## src/iambic_keyer_unit_assert.svh

```systemverilog
// ----------------------------------------------------------------------------
// Iambic keyer assertion macros
// Shared property forms for the keyer's concurrent checks, clocked on clk
// and disabled while rst is high.
// ----------------------------------------------------------------------------
`ifndef IAMBIC_KEYER_UNIT_ASSERT_SVH
`define IAMBIC_KEYER_UNIT_ASSERT_SVH

// same-cycle implication
`define IK_ASSERT_IMPL(lbl, ante, cons, msg) \
  lbl: assert property (@(posedge clk) disable iff (rst) (ante) |-> (cons)) \
    else $error(msg);

// next-cycle implication
`define IK_ASSERT_NEXT(lbl, ante, cons, msg) \
  lbl: assert property (@(posedge clk) disable iff (rst) (ante) |=> (cons)) \
    else $error(msg);

`endif

```

## src/ik_pkg.sv

```systemverilog
// ----------------------------------------------------------------------------
// ik_pkg
// Widths, register indices, operation codes and the result record of the
// iambic keyer.
// ----------------------------------------------------------------------------
package ik_pkg;

  localparam int DIT_W       = 11;  // unit length register
  localparam int LEN_W       = 13;  // element length incl. off unit
  localparam int PAUSE_OUT_W = 20;  // reported pause width
  localparam int CFG_IDX_W   = 2;
  localparam int UNIT_MAX    = (1 << DIT_W) - 1;

  localparam logic [DIT_W-1:0] DIT_TICKS_RESET = DIT_W'(60);

  // register indices
  localparam logic [CFG_IDX_W-1:0] CFG_ENABLED   = 2'd0;
  localparam logic [CFG_IDX_W-1:0] CFG_MODE_B    = 2'd1;
  localparam logic [CFG_IDX_W-1:0] CFG_REVERSED  = 2'd2;
  localparam logic [CFG_IDX_W-1:0] CFG_DIT_TICKS = 2'd3;

  // item operations
  localparam logic OP_PADDLE = 1'b0;
  localparam logic OP_TICK   = 1'b1;

  typedef struct packed {
    logic                   element_started;
    logic                   element_is_dit;
    logic [LEN_W-1:0]       element_length;
    logic                   pause_valid;
    logic [PAUSE_OUT_W-1:0] pause_ticks;
    logic                   character_end;
    logic                   keying;
  } ik_result_t;

endpackage

```

## src/iambic_keyer_unit.sv

```systemverilog
// ----------------------------------------------------------------------------
// iambic_keyer_unit
// Iambic Morse keyer, modes A and B, driven by paddle updates and 1 ms ticks.
// ----------------------------------------------------------------------------
// Usage:
//  - Input channel (in_valid/in_stall): each transfer is one item, either a
//    paddle update (op = 0, both physical paddle levels) or a 1 ms tick
//    (op = 1).
//  - Output channel (out_valid/out_stall): exactly one result per item, in
//    order: element start with kind and length, the pause before it, the
//    character end flag and the keying level.
//  - Result: registered, and presented in the cycle after the input transfer.
//  - Throughput: one item per cycle while the output is not stalled; the whole
//    state update is one pass of logic into the result register.
//  - Stall: while a result is held, in_stall follows out_stall, so the next
//    item is taken in the same cycle the held result is transferred.
//  - Configuration (cfg_we/cfg_index/cfg_data) is to be written only while idle (not enforced).
//  - Reset: keyer idle, paddles released, no pause history, enabled, mode A,
//    not reversed, unit of 60 ticks; no result pending.
// ----------------------------------------------------------------------------
module iambic_keyer_unit
  import ik_pkg::*;
#(
  parameter int MAX_UNIT_TICKS = 1200,
  parameter int PAUSE_BITS     = 20
) (
  input  logic                   clk,
  input  logic                   rst,
  // configuration
  input  logic                   cfg_we,
  input  logic [CFG_IDX_W-1:0]   cfg_index,
  input  logic [DIT_W-1:0]       cfg_data,
  // input channel
  input  logic                   in_valid,
  output logic                   in_stall,
  input  logic                   op,
  input  logic                   dit_pressed,
  input  logic                   dah_pressed,
  // output channel
  output logic                   out_valid,
  input  logic                   out_stall,
  output logic                   element_started,
  output logic                   element_is_dit,
  output logic [LEN_W-1:0]       element_length,
  output logic                   pause_valid,
  output logic [PAUSE_OUT_W-1:0] pause_ticks,
  output logic                   character_end,
  output logic                   keying
);

  `include "iambic_keyer_unit_assert.svh"

  // unit cap: never above what the unit register can hold
  localparam int UnitCapInt = (MAX_UNIT_TICKS < UNIT_MAX) ? MAX_UNIT_TICKS : UNIT_MAX;
  localparam logic [DIT_W-1:0] UNIT_CAP = DIT_W'(UnitCapInt);
  // pause counter widened (or kept) so the reported field can be cut from it
  localparam int PauseWideW = (PAUSE_BITS > PAUSE_OUT_W) ? PAUSE_BITS : PAUSE_OUT_W;

  typedef enum logic [1:0] {
    ST_IDLE = 2'd0,
    ST_DIT  = 2'd1,
    ST_DAH  = 2'd2
  } keyer_state_t;

  // configuration registers
  logic             enabled;
  logic             mode_b;
  logic             reversed;
  logic [DIT_W-1:0] dit_ticks;

  // keyer state
  keyer_state_t          keyer_state, keyer_state_next;
  logic                  squeeze_seen, squeeze_seen_next;
  logic                  phys_dit, phys_dit_next;
  logic                  phys_dah, phys_dah_next;
  logic [LEN_W-1:0]      ticks_left, ticks_left_next;
  logic                  idle_seen, idle_seen_next;
  logic [PAUSE_BITS-1:0] idle_ticks, idle_ticks_next;

  ik_result_t result, res_next;

  logic                  in_xfer;
  logic [DIT_W-1:0]      unit_raw;
  logic [DIT_W-1:0]      unit;
  logic [LEN_W-1:0]      dit_len;
  logic [LEN_W-1:0]      dah_len;
  logic [PauseWideW-1:0] idle_wide;

  // output register frees when empty or its result is being taken
  assign in_stall = out_valid & out_stall;
  assign in_xfer  = in_valid & ~in_stall;

  // unit: zero reads as one tick, saturated at the cap
  assign unit_raw = (dit_ticks == '0) ? DIT_W'(1) : dit_ticks;
  assign unit     = (unit_raw > UNIT_CAP) ? UNIT_CAP : unit_raw;
  assign dit_len  = {1'b0, unit, 1'b0};   // 2 units
  assign dah_len  = {unit, 2'b00};        // 4 units

  assign idle_wide = PauseWideW'(idle_ticks);

  // -------------------------------------------------------------------------
  // One-pass state update for the item on the input ports
  // -------------------------------------------------------------------------
  always_comb begin
    logic               lev_dit;
    logic               lev_dah;
    logic               start;
    logic               start_dit;
    logic               was_dit;
    logic [LEN_W-1:0]   tl_dec;

    keyer_state_next  = keyer_state;
    squeeze_seen_next = squeeze_seen;
    phys_dit_next     = phys_dit;
    phys_dah_next     = phys_dah;
    ticks_left_next   = ticks_left;
    idle_seen_next    = idle_seen;
    idle_ticks_next   = idle_ticks;
    res_next          = '0;

    start     = 1'b0;
    start_dit = 1'b0;
    was_dit   = (keyer_state == ST_DIT);
    tl_dec    = (ticks_left != '0) ? ticks_left - LEN_W'(1) : ticks_left;

    if (op == OP_PADDLE) begin
      phys_dit_next = dit_pressed;
      phys_dah_next = dah_pressed;
    end

    // logical paddles after the swap, from the levels now in force
    lev_dit = reversed ? phys_dah_next : phys_dit_next;
    lev_dah = reversed ? phys_dit_next : phys_dah_next;

    if (op == OP_PADDLE) begin
      if (enabled) begin
        if (keyer_state != ST_IDLE) begin
          if (lev_dit && lev_dah) begin
            squeeze_seen_next = 1'b1;
          end
        end else if (lev_dit || lev_dah) begin
          start     = 1'b1;
          start_dit = lev_dit;   // a squeeze opens with a dit
        end
      end
    end else if (keyer_state == ST_IDLE) begin
      if (idle_ticks != '1) begin
        idle_ticks_next = idle_ticks + PAUSE_BITS'(1);
      end
    end else begin
      ticks_left_next = tl_dec;
      if (tl_dec == '0) begin
        // element expired: alternate, cross, repeat, mode B memory or stop
        if (lev_dit && lev_dah) begin
          start     = 1'b1;
          start_dit = ~was_dit;
        end else if (lev_dah) begin
          start     = 1'b1;
          start_dit = 1'b0;
        end else if (lev_dit) begin
          start     = 1'b1;
          start_dit = 1'b1;
        end else if (squeeze_seen && mode_b) begin
          start     = 1'b1;
          start_dit = ~was_dit;
        end else begin
          keyer_state_next       = ST_IDLE;
          squeeze_seen_next      = 1'b0;
          ticks_left_next        = '0;
          idle_seen_next         = 1'b1;
          idle_ticks_next        = '0;
          res_next.character_end = 1'b1;
        end
      end
    end

    if (start) begin
      if (keyer_state == ST_IDLE && idle_seen) begin
        res_next.pause_valid = 1'b1;
        res_next.pause_ticks = idle_wide[PAUSE_OUT_W-1:0];
      end
      keyer_state_next          = start_dit ? ST_DIT : ST_DAH;
      squeeze_seen_next         = lev_dit & lev_dah;
      ticks_left_next           = start_dit ? dit_len : dah_len;
      res_next.element_started  = 1'b1;
      res_next.element_is_dit   = start_dit;
      res_next.element_length   = start_dit ? dit_len : dah_len;
    end

    res_next.keying = (keyer_state_next != ST_IDLE);
  end

  // -------------------------------------------------------------------------
  // State, configuration and result register
  // -------------------------------------------------------------------------
  always_ff @(posedge clk) begin
    if (rst) begin
      enabled      <= 1'b1;
      mode_b       <= 1'b0;
      reversed     <= 1'b0;
      dit_ticks    <= DIT_TICKS_RESET;
      keyer_state  <= ST_IDLE;
      squeeze_seen <= 1'b0;
      phys_dit     <= 1'b0;
      phys_dah     <= 1'b0;
      ticks_left   <= '0;
      idle_seen    <= 1'b0;
      idle_ticks   <= '0;
      out_valid    <= 1'b0;
      result       <= '0;
    end else begin
      if (cfg_we) begin
        case (cfg_index)
          CFG_ENABLED:   enabled   <= cfg_data[0];
          CFG_MODE_B:    mode_b    <= cfg_data[0];
          CFG_REVERSED:  reversed  <= cfg_data[0];
          CFG_DIT_TICKS: dit_ticks <= cfg_data;
          default: ;
        endcase
      end
      if (in_xfer) begin
        keyer_state  <= keyer_state_next;
        squeeze_seen <= squeeze_seen_next;
        phys_dit     <= phys_dit_next;
        phys_dah     <= phys_dah_next;
        ticks_left   <= ticks_left_next;
        idle_seen    <= idle_seen_next;
        idle_ticks   <= idle_ticks_next;
        result       <= res_next;
        out_valid    <= 1'b1;
      end else if (!out_stall) begin
        out_valid    <= 1'b0;
      end
    end
  end

  assign element_started = result.element_started;
  assign element_is_dit  = result.element_is_dit;
  assign element_length  = result.element_length;
  assign pause_valid     = result.pause_valid;
  assign pause_ticks     = result.pause_ticks;
  assign character_end   = result.character_end;
  assign keying          = result.keying;

  // -------------------------------------------------------------------------
  // Assertions
  // -------------------------------------------------------------------------
  `IK_ASSERT_IMPL(a_start_keys, out_valid && element_started, keying, "start without keying")
  `IK_ASSERT_IMPL(a_end_idle, out_valid && character_end, !keying && !element_started,
                  "character end while keying")
  `IK_ASSERT_IMPL(a_pause_start, out_valid && pause_valid, element_started,
                  "pause reported without a start")
  `IK_ASSERT_NEXT(a_xfer_fills, in_valid && !in_stall, out_valid, "accepted item lost")

endmodule
```

## config.mk

```make
export PLATFORM = sky130hd
export DESIGN_NAME = iambic_keyer_unit
export DESIGN_NICKNAME = d
export VERILOG_FILES = /design/src/ik_pkg.sv /design/src/iambic_keyer_unit.sv
export VERILOG_INCLUDE_DIRS = /design/src /design/src/src
export SDC_FILE = /design/constraint.sdc
export NUM_CORES = 1
export LEC_CHECK = 0
export ABC_AREA = 1
export BUFFER_PORTS_ARGS = -buffer_cell sky130_fd_sc_hd__buf_2
export CAP_MARGIN = 20
export CORE_MARGIN = 2
export CORE_UTILIZATION = 55
export DETAILED_ROUTE_END_ITERATION = 10
export PLACE_DENSITY = 0.76
export RECOVER_POWER = 50
export SYNTH_ARGS = -nofsm -noshare
export SYNTH_HDL_FRONTEND = slang
export SYNTH_SLANG_ARGS = --single-unit
```

## constraint.sdc

```tcl
create_clock -name clk -period 2.6 [get_ports clk]
set_clock_uncertainty 0.05 [all_clocks]
set_input_delay 0.26 -clock clk [delete_from_list [all_inputs] [get_ports clk]]
set_output_delay 0.26 -clock clk [all_outputs]
set_load 0.1 [all_outputs]
```

==> flow_summary.toml, run 1 <==
[run_status]
run_status = "finished clean"

[power_and_ir_drop]
power.switching_fraction_pct = 40.0
power.share.sequential_pct = 41.6
power_report.internal_total_mw = 2.18
worst_ir_drop_vdd_mv = 0.326
clkPwrFrac_pct = 26.4
cellPowerDensity_mw_per_mm2 = 629
power.static_leakage_nw = 2.34
power.net_switching_mw = 1.45
p_comb_share_pct = 32.1

[sta]
pins_over_slew_limit = 0
max_freq_mhz = 397
timing_hold_violations_final = 0
endpoints_failing_setup = 0
final_critical_path_setup_slack_ps = 78.2
final.setup.tns_ps = 0
timing.max_slew.rel_slack_pct = 21.1
tightestPinTransition_ps = 1190
fin_crit_sh_pct = 97.0
grt_setup_unrepaired = "yes"
min_period_ps = 2520

[die]
starting_utilization_of_the_core_area_pct = 56.5
io-pin-count = 61
die_w_um = 98.7
fp.dieH_um = 98.7
die-area_mm2 = 0.00974
rows = 34
coreArea_mm2 = 0.00872

[placed_design]
placed_cells_incl_taps = 876
io_buffer_count = 59
post-dp-hpwl_mm = 9.14
place_congestion = 0.924
place_worst_setup_slack_ps = -27.4

[drt]
drc = 0
first_pass_iters = 6
antenna_left = 0
routedWlPerCell_um = 14.2
drt-initial-drc-count = 335
routed_vias = 5002
mean_number_of_vias_per_cell = 5.55
wirelength_mm = 12.8

[global_route]
number_of_global_route_vias_before_repair = 4599
gr-usage-all-layers_pct = 25.9
final_global_route_overflow_total = 0
maximum_number_of_pins_on_one_net_before_global_route_repair = 56
grt_first_pass_wirelength_mm = 20.7
grt_antenna_before_repair = 0

[worst_setup_path]
startpoint_type = "flop"
setup.worst_path.end_class = "flop"
depth_of_the_most_critical_reg_to_reg_path = 17
worstPathArrival_ps = 2740
worst_r2r_end = "element_length[4]$_SDFFE_PP0P_"
timing.critical_path.fanout_max = 7
type_of_the_worst_setup_path = "flop to flop"
cp.required_ps = 2820
reg2reg_setup_slack_ps = 80
crit_path_start = "ticks_left[1]$_SDFFE_PP0P_"
reg2reg_from = "ticks_left[1]$_SDFFE_PP0P_"
crit_path_capture = "element_length[4]$_SDFFE_PP0P_"

[yosys]
ys_seq_elements = 91
syn_nets = 743
ys_warn_count = 0
synth_async_sr_flop_share_pct = 0
synth_area_per_cell_um2 = 6.86
synth_area_mm2 = 0.00493
synth_top_area_share_pct = 36.9
synth_top_area_cell = "sky130_fd_sc_hd__dfxtp_1"
synth_edf_count = 0
syn-instance-count = 719
synth_top_flop_cell = "sky130_fd_sc_hd__dfxtp_1"
synth_top_cells_by_area = "sky130_fd_sc_hd__dfxtp_1 37%, sky130_fd_sc_hd__nand2_1 11%, sky130_fd_sc_hd__a21oi_1 7.8%, sky130_fd_sc_hd__nor2_1 5.9%, sky130_fd_sc_hd__o21ai_0 5.8%"
synth-seq-area-share_pct = 36.9
synth.lib_cells_used.distinct = 41

[cts]
cts-htree-levels = 3
cts_tree = "done"
clk-insertion-delay-late_ps = 390
number_of_buffers_created_by_cts = 9
cts_sinks = 91
clock_tree.root_cell = "sky130_fd_sc_hd__clkbuf_8"
cts_max_path_buffers = 2
clk_pin_slew_worst_paths_ps = 110

[min_path]
hold_class = "input pin to flop"

[final_layout]
area_overhead_of_the_layout_relative_to_synthesis_pct = 17.0
layout-drive-gt1-share_pct = 20.7
insertedDiodeCount = 0
layout.nets = 813
finalNonFillerCells = 902

[flow_run]
max_cap_viol_count = 0
## metal layers
metal	GRT usage (%)	vias up	routed length [um]
li1	-	2497	-
met1	31.0	2297	5290
met2	45.8	171	6450
met3	4.89	37	704
met4	10.2	0	367
met5	0	-	0
## placed cells by master, fill, tap and decap left out, types with 5 or more instances in the layout
cell / netlist / layout
sky130_fd_sc_hd__nor2_2: 6 / 7
sky130_fd_sc_hd__nand2_2: 22 / 33
sky130_fd_sc_hd__clkbuf_1: 21 / 39
sky130_fd_sc_hd__buf_6: 3 / 5
sky130_fd_sc_hd__xor2_1: 14 / 14
sky130_fd_sc_hd__dfxtp_2: 0 / 5
sky130_fd_sc_hd__a21oi_2: 19 / 22
sky130_fd_sc_hd__a21oi_1: 77 / 74
sky130_fd_sc_hd__inv_1: 72 / 69
sky130_fd_sc_hd__nand2_1: 140 / 129
sky130_fd_sc_hd__o21ai_0: 57 / 55
sky130_fd_sc_hd__buf_4: 3 / 24
sky130_fd_sc_hd__nor2_4: 4 / 11
sky130_fd_sc_hd__dfxtp_1: 91 / 86
sky130_fd_sc_hd__nor2_1: 77 / 69
sky130_fd_sc_hd__nand3_1: 40 / 38
sky130_fd_sc_hd__buf_2: 4 / 21
sky130_fd_sc_hd__nor3_1: 15 / 15
sky130_fd_sc_hd__clkbuf_8: 0 / 9
sky130_fd_sc_hd__nand4_1: 17 / 17
## sequential cells by signal, summed over array words and instances (netlist names)
signal,flops
character_end,1
dit_ticks,11
element_is_dit,1
element_length,12
element_started,1
enabled,1
idle_seen,1
idle_ticks,20
keyer_state,2
keying,1
mode_b,1
out_valid,1
pause_ticks,20
pause_valid,1
phys_dah,1
phys_dit,1
reversed,1
squeeze_seen,1
ticks_left,13
## layout make-up
type                    count  area [um^2]
repair buffers             90          508
clock inverters             7         66.3
fillers                   765         2950
clock buffers               9          124
inverters                  74          282
well taps                 108          135
multi-input cells         523         2820
flip-flops and latches     91         1830
## worst max-delay path: stages (launching register included)
cell                      delay, ps
sky130_fd_sc_hd__dfxtp_2        380
sky130_fd_sc_hd__inv_2           70
sky130_fd_sc_hd__ha_4           170
sky130_fd_sc_hd__nand2_2        130
sky130_fd_sc_hd__nor2_4          70
sky130_fd_sc_hd__buf_4          130
sky130_fd_sc_hd__xor2_1         130
sky130_fd_sc_hd__nand2_1         90
sky130_fd_sc_hd__nand2_1        100
sky130_fd_sc_hd__nor2_4         150
sky130_fd_sc_hd__buf_6          130
sky130_fd_sc_hd__nand4_1        130
sky130_fd_sc_hd__nand2_2        150
sky130_fd_sc_hd__inv_2           80
sky130_fd_sc_hd__nand2_2        120
sky130_fd_sc_hd__nor2_1          70
sky130_fd_sc_hd__a21oi_2        150
sky130_fd_sc_hd__a21oi_1         90
## power by group through the flow
stage | Clock [mW] | Combinational (mW) | Sequential [mW]
after floorplan | 0 | 0.644 | 1.66
after global placement | 0 | 0.960 | 1.53
after detailed placement | 0 | 0.984 | 1.53
after CTS | 0.967 | 0.997 | 1.50
after global routing | 1.03 | 1.26 | 1.52
final | 0.956 | 1.16 | 1.51
## per-stage QoR
step	hold slack (ps)	utilization [%]	instance area [um^2]	power, mW
finish	36.5	66.1	5770	3.63
global route	30.9	66.1	5770	3.81
CTS	27.2	64.0	5580	3.47
detailed placement	414	61.7	5380	2.52
global placement	403	61.7	5380	2.49
floorplan	336	-	4940	2.30
## worst min path at each step
| stage | startpoint | endpoint | slack, ps | cells after the start |
|---|---|---|---|---|
| 6_report | cfg_data[2] | dit_ticks[2]$_SDFFE_PP1P_ | 40 | 3 |
| 5_1_grt | cfg_data[3] | dit_ticks[3]$_SDFFE_PP1P_ | 30 | 3 |
| 4_1_cts | cfg_data[3] | dit_ticks[3]$_SDFFE_PP1P_ | 30 | 3 |
| 3_5_place_dp | pause_ticks[0]$_SDFFE_PP0P_ | pause_ticks[0]$_SDFFE_PP0P_ | 410 | 2 |
| 3_3_place_gp | pause_ticks[11]$_SDFFE_PP0P_ | pause_ticks[11]$_SDFFE_PP0P_ | 400 | 2 |
| 2_1_floorplan | cfg_data[2] | dit_ticks[2]$_SDFFE_PP1P_ | 340 | 2 |
## cell families (layout without fill, tap and decap cells)
kind of cell | after synthesis | count (layout) | share of synthesized area [%]
DFF | 91 | 91 | 36.9
adders and majority gates | 3 | 3 | 0.761
xor gates and xnor gates | 18 | 18 | 3.20
AOI/OAI and AO/OA | 166 | 166 | 18.9
buffers and inverters | 106 | 180 | 8.86
other | 1 | 1 | 0.0760
and+or+nand+nor | 334 | 335 | 31.3
## Yosys cell counts (3+ instances only)
cell type and n:
sky130_fd_sc_hd__nor2_1 77, sky130_fd_sc_hd__a21oi_2 19, sky130_fd_sc_hd__nand3_1 40, sky130_fd_sc_hd__nor3_1 15, sky130_fd_sc_hd__buf_4 3, sky130_fd_sc_hd__nand2_1 140, sky130_fd_sc_hd__nor2_2 6, sky130_fd_sc_hd__inv_1 72
sky130_fd_sc_hd__nand2_2 22, sky130_fd_sc_hd__ha_1 3, sky130_fd_sc_hd__nor2_4 4, sky130_fd_sc_hd__xnor2_1 4, sky130_fd_sc_hd__nand4_1 17, sky130_fd_sc_hd__dfxtp_1 91, sky130_fd_sc_hd__clkbuf_1 21, sky130_fd_sc_hd__a31oi_1 3
sky130_fd_sc_hd__nor4_1 4, sky130_fd_sc_hd__o21ai_0 57, sky130_fd_sc_hd__a21oi_1 77, sky130_fd_sc_hd__xor2_1 14, sky130_fd_sc_hd__buf_2 4, sky130_fd_sc_hd__buf_6 3
## timing repair
| action | 4_1_cts | 5_1_grt |
|---|---|---|
| pin swaps | 0 | 11 |
| gates resized for setup | 2 | 51 |
| cloned | 0 | 2 |
| setup buffers | 0 | 8 |
| setup endpoints to repair | 13 | 67 |
| hold buffers | 0 | 0 |
Note: power is estimated with default switching activity, not from simulation.
==> run 2: changes to the inputs <==
- CORE_UTILIZATION: 55 -> 53
- CTS_CLUSTER_SIZE: not set -> 25
- PLACE_DENSITY: 0.76 -> 0.77
- clock period: 2.6 -> 2.25 ns (I/O delays scaled with it)
==> flow_summary.toml, run 2 (synthesis gave the netlist of run 1 again) <==
[global_route]
maximum_number_of_pins_on_one_net_before_global_route_repair = 56
final_global_route_overflow_total = 0
grt_first_pass_wirelength_mm = 23.0
grt_antenna_before_repair = 0
number_of_global_route_vias_before_repair = 5152
gr-usage-all-layers_pct = 27.6

[worst_setup_path]
timing.critical_path.fanout_max = 4
critical_path_slowest_stage_cell = "sky130_fd_sc_hd__dfxtp_2"
worstPathArrival_ps = 2590
worstPathCellList = "clkinv_4, ha_4, buf_4, inv_1, nor2_1, o21ai_2, nand2_1, nor2_4, nand3_2, buf_4, nor3_4, nor2_2, nor2_1, nor2_1, nor2_1, nor2_1"
type_of_the_worst_setup_path = "flop to flop"
startpoint_type = "flop"
crit_top_cell = "sky130_fd_sc_hd__nor2_1"
cpLargestDelayFamily = "simple AND/OR/NAND/NOR gates"
cp_num_buf_inv = 4
crit_path_max_incr_delay_ps = 370
cp.required_ps = 2460
setup.worst_path.end_class = "flop"

[sta]
max_freq_mhz = 421
grt_setup_unrepaired = "yes"
min_period_ps = 2370
timing_hold_violations_final = 1
endpoints_failing_setup = 58
hold-worst-slack_ps = -1.45
fin_crit_sh_pct = 106
pins_over_slew_limit = 0
timing.max_slew.rel_slack_pct = 54.3
final_critical_path_setup_slack_ps = -124
tightestPinTransition_ps = 685

[cts]
clk_pin_slew_worst_paths_ps = 120
clock_tree.root_cell = "sky130_fd_sc_hd__clkbuf_8"
cts_sinks = 91
cts_max_path_buffers = 2
number_of_buffers_created_by_cts = 9
cts-htree-levels = 3
cts_tree = "done"
clk-insertion-delay-late_ps = 390

[drt]
antenna_left = 0
first_pass_iters = 7
routedWlPerCell_um = 14.7
drc = 0
wirelength_mm = 14.1
routed_vias = 5271
drt-initial-drc-count = 273
mean_number_of_vias_per_cell = 5.50

[die]
rows = 35
io-pin-count = 61
coreArea_mm2 = 0.00915
starting_utilization_of_the_core_area_pct = 53.9
fp.dieH_um = 100
die_w_um = 100
die-area_mm2 = 0.0101

[placed_design]
io_buffer_count = 59
placed_cells_incl_taps = 927
place_congestion = 0.914
post_dp_cell_area_mm2 = 0.00577
post-dp-hpwl_mm = 9.44

[final_layout]
area_overhead_of_the_layout_relative_to_synthesis_pct = 34.0
finalNonFillerCells = 958
stdcell_area_mm2 = 0.00661
core_occupancy_in_the_finished_layout_pct = 72.2
layout.nets = 866
layout.cells.most_common_list = "104 x sky130_fd_sc_hd__nand2_1, 81 x sky130_fd_sc_hd__dfxtp_1, 70 x sky130_fd_sc_hd__buf_4, 69 x sky130_fd_sc_hd__inv_1, 61 x sky130_fd_sc_hd__nor2_1"
insertedDiodeCount = 0
fill_cells = 701
multi_input_comb_area_mm2 = 0.00312
final_common_cell = "sky130_fd_sc_hd__nand2_1"
regArea_mm2 = 0.00184
layout-drive-gt1-share_pct = 37.3

[min_path]
hold_class = "input pin to flop"

[power_and_ir_drop]
clkPwrFrac_pct = 24.5
power.share.sequential_pct = 37.7
power.switching_fraction_pct = 39.6
power.net_switching_mw = 1.83
power_report.internal_total_mw = 2.79
p_comb_share_pct = 37.7
fin_total_pwr_mw = 4.62
power.static_leakage_nw = 2.88
worst_ir_drop_vdd_mv = 0.341
cellPowerDensity_mw_per_mm2 = 699

[flow_run]
max_cap_viol_count = 0

[run_status]
run_status = "finished, violations left"
violations = "negative hold slack, negative setup slack"
[run 2: changes by cell type in the layout (fill, tap and decap cells not counted), moves of 5 or more]
cell and change:
sky130_fd_sc_hd__nand2_4 +12, sky130_fd_sc_hd__nor2_4 +6, sky130_fd_sc_hd__nor2_1 -8, sky130_fd_sc_hd__buf_2 +38, sky130_fd_sc_hd__buf_4 +46, sky130_fd_sc_hd__a21oi_1 -17
sky130_fd_sc_hd__nand2_2 +14, sky130_fd_sc_hd__a21oi_2 +13, sky130_fd_sc_hd__dfxtp_1 -5, sky130_fd_sc_hd__nand2_1 -25, sky130_fd_sc_hd__clkbuf_1 -39
[run 2: worst min-delay path, stage by stage]
cell	delay [ps]
sky130_fd_sc_hd__buf_2	70
sky130_fd_sc_hd__a21oi_1	50
sky130_fd_sc_hd__o21ai_0	60
[run 2: final cells by class]
| class | instances | share of cell area [%] |
|---|---|---|
| Tap cell | 111 | 2.10 |
| Clock inverter | 7 | 1.12 |
| Inverter | 74 | 4.41 |
| Timing Repair Buffer | 143 | 15.5 |
| Clock buffer | 9 | 1.87 |
| Sequential cell | 91 | 27.9 |
| Multi-Input combinational cell | 523 | 47.2 |
[run 2: path summary, 6_finish.rpt]
path	start	end	slack (ps)	cells after the start
worst max-delay path	ticks_left[0]$_SDFFE_PP0P_	keying$_SDFFE_PP0P_	-120	16
worst min-delay path	cfg_data[5]	dit_ticks[5]$_SDFFE_PP1P_	-1	3
worst max register to register	ticks_left[0]$_SDFFE_PP0P_	keying$_SDFFE_PP0P_	-120	16
worst min register to register	pause_ticks[11]$_SDFFE_PP0P_	pause_ticks[11]$_SDFFE_PP0P_	420	2
[run 2: power by group through the flow]
| stage | clock, mW | sequential [mW] | combinational [mW] |
|---|---|---|---|
| after detailed placement | 0 | 1.76 | 1.37 |
| after floorplan | 0 | 1.92 | 0.747 |
| final | 1.13 | 1.74 | 1.74 |
| after CTS | 1.14 | 1.74 | 1.57 |
| after global placement | 0 | 1.76 | 1.34 |
| after global routing | 1.21 | 1.75 | 1.89 |
[run 2: per-layer routing]
metal  global-route usage (%)  share of wire [%]  wire (um)
met4                     10.0                2.2        308
met2                     52.2                 53       7500
met3                     3.26                3.5        492
met5                        0                  0          0
met1                     31.8                 41       5780
[run 2: per-stage QoR]
stage	worst slack [ps]	hold slack, ps	setup TNS (ps)
finish	-124	-1.45	-3900
global route	-216	32.9	-10850
CTS	-22.9	0.305	-262
detailed placement	-287	402	-14970
global placement	-169	389	-8580
floorplan	22.1	301	0
[run 2: what timing repair did]
| item | CTS | global route |
|---|---|---|
| buffers inserted | 5 | 8 |
| hold buffers | 0 | 0 |
| cloned | 1 | 1 |
| endpoints found under the setup margin | 71 | 71 |
| resized for setup | 76 | 71 |
| pin swaps | 21 | 13 |
| endpoints found under the hold margin | 0 | 0 |
==> run 3: changes to the inputs <==
- CORE_UTILIZATION: 53 -> 44
- PLACE_DENSITY: 0.77 -> not set
- clock period: 2.25 -> 2.8 ns (I/O delays scaled with it)
==> flow_summary.toml, run 3 (synthesis gave the netlist of run 1 again) <==
[sta]
timing_hold_violations_final = 0
grt_setup_unrepaired = "no"
fin_crit_sh_pct = 91.1
timing.max_slew.rel_slack_pct = 13.6
endpoints_failing_setup = 0
max_freq_mhz = 392
final.setup.tns_ps = 0
tightestPinTransition_ps = 1300
pins_over_slew_limit = 0
min_period_ps = 2550
hold-worst-slack_ps = 78.5

[drt]
antenna_left = 0
drc = 0
first_pass_iters = 4
drt-initial-drc-count = 244
routed_vias = 4787
wirelength_mm = 12.4
mean_number_of_vias_per_cell = 5.22
routedWlPerCell_um = 13.5

[final_layout]
layout.cells.most_common_list = "139 x sky130_fd_sc_hd__nand2_1, 91 x sky130_fd_sc_hd__dfxtp_1, 77 x sky130_fd_sc_hd__a21oi_1, 75 x sky130_fd_sc_hd__nor2_1, 72 x sky130_fd_sc_hd__inv_1"
final_common_cell = "sky130_fd_sc_hd__nand2_1"
layout-drive-gt1-share_pct = 14.8
layout.nets = 796
insertedDiodeCount = 0
area_overhead_of_the_layout_relative_to_synthesis_pct = 12.0

[placed_design]
place_congestion = 0.941
post-dp-hpwl_mm = 9.22
io_buffer_count = 59

[global_route]
final_global_route_overflow_total = 0
maximum_number_of_pins_on_one_net_before_global_route_repair = 56
grt_util_met3_pct = 5.99
grt_most_used_layer = "met2"
grt_use_met1_pct = 25.6
number_of_global_route_vias_before_repair = 4658
gr-usage-all-layers_pct = 22.3
grt_antenna_before_repair = 0
met2_usage_pct = 40.1
grt_first_pass_wirelength_mm = 21.2

[power_and_ir_drop]
cellPowerDensity_mw_per_mm2 = 563
power.static_leakage_nw = 2.22
fin_total_pwr_mw = 3.11
worst_ir_drop_vdd_mv = 0.430

[flow_run]
max_cap_viol_count = 0

[die]
io-pin-count = 61
die-area_mm2 = 0.0121
coreArea_mm2 = 0.0109
rows = 38
die_w_um = 110
starting_utilization_of_the_core_area_pct = 45.3
fp.dieH_um = 110

[run_status]
run_status = "finished clean"

[worst_setup_path]
crit_path_max_incr_delay_ps = 380
setup.worst_path.end_class = "flop"
cp.required_ps = 3050
worstPathArrival_ps = 2800
timing.critical_path.fanout_max = 21
crit_top_cell = "sky130_fd_sc_hd__nand2_1"
startpoint_type = "flop"
critical_path_slowest_stage_cell = "sky130_fd_sc_hd__dfxtp_1"
worstPathCellList = "nor2_2, nand2_1, nor2_4, nand2_1, nand2_1, nand2_1, nand2_1, nand2_1, nor2_4, nand4_4, nand2_4, nand2_4, nor3_4, buf_12, nand2_2, a21oi_2"
type_of_the_worst_setup_path = "flop to flop"

[cts]
cts_tree = "done"
cts.repair_timing.setup_buffer_count = 0
cts_max_path_buffers = 2
cts-htree-levels = 3
cts_sinks = 91
number_of_buffers_created_by_cts = 9
clk-insertion-delay-late_ps = 370
clk_pin_slew_worst_paths_ps = 80
clock_tree.root_cell = "sky130_fd_sc_hd__clkbuf_8"

[min_path]
hold_class = "input pin to flop"
-- run 3: changes by cell type in the layout (fill, tap and decap cells not counted), moves of 10 or more --
cell	change
sky130_fd_sc_hd__nor2_1	+14
sky130_fd_sc_hd__buf_2	-40
sky130_fd_sc_hd__buf_4	-57
sky130_fd_sc_hd__nand2_2	-24
sky130_fd_sc_hd__a21oi_1	+20
sky130_fd_sc_hd__dfxtp_1	+10
sky130_fd_sc_hd__a21oi_2	-16
sky130_fd_sc_hd__nand2_4	-12
sky130_fd_sc_hd__clkbuf_1	+41
sky130_fd_sc_hd__nor2_4	-11
sky130_fd_sc_hd__nand2_1	+35
-- run 3: metrics by stage --
step / instances / area, um^2 / utilization, % / setup slack, ps
CTS: 917 / 5560 / 51.0 / 152
global route: 917 / 5520 / 50.7 / 5.71
global placement: 901 / 5380 / 49.4 / 261
finish: 917 / 5520 / 50.7 / 248
floorplan: 719 / 4930 / - / -3.20
detailed placement: 901 / 5380 / 49.4 / 180
-- run 3: area by class of cell --
class / count / area, um^2
Fill cell: 1151 / 5370
Inverter: 74 / 282
Multi-Input combinational cell: 522 / 2700
Sequential cell: 91 / 1820
Timing Repair Buffer: 74 / 367
Tap cell: 140 / 175
Clock buffer: 10 / 138
Clock inverter: 6 / 41.3
-- run 3: timing repair --
action,in CTS,in global routing
hold buffers,0,0
setup endpoints to repair,0,39
resized for setup,0,6
-- run 3: power by group --
part / leakage (nW) / internal [mW] / switching [mW] / total [mW]
Sequential: 0.741 / 1.35 / 0.0495 / 1.40
Clock: 0.0843 / 0.344 / 0.453 / 0.797
Combinational: 1.39 / 0.241 / 0.673 / 0.915
Total: 2.22 / 1.93 / 1.18 / 3.11
-- run 3: final timing paths --
check | from | end | slack [ps] | cells after the start
max reg2reg | ticks_left[2]$_SDFFE_PP0P_ | pause_ticks[10]$_SDFFE_PP0P_ | 250 | 16
min reg2reg | element_started$_SDFFE_PP0P_ | element_started$_SDFFE_PP0P_ | 420 | 2
max | ticks_left[2]$_SDFFE_PP0P_ | pause_ticks[10]$_SDFFE_PP0P_ | 250 | 16
min | cfg_data[5] | dit_ticks[5]$_SDFFE_PP1P_ | 80 | 3
-- run 3: critical path: cells and delay by family (launching register included) --
family	cells	cell delay, ps
AND/OR/NAND/NOR	14	1710
AO/OA/AOI/OAI	1	120
buffers and inverters	1	210
flip-flops	1	380
-- run 3: layer usage --
layer	vias up	routed length, um
met2	89	6330
met1	2215	5380
met3	20	470
li1	2463	-
met5	-	0
met4	0	225
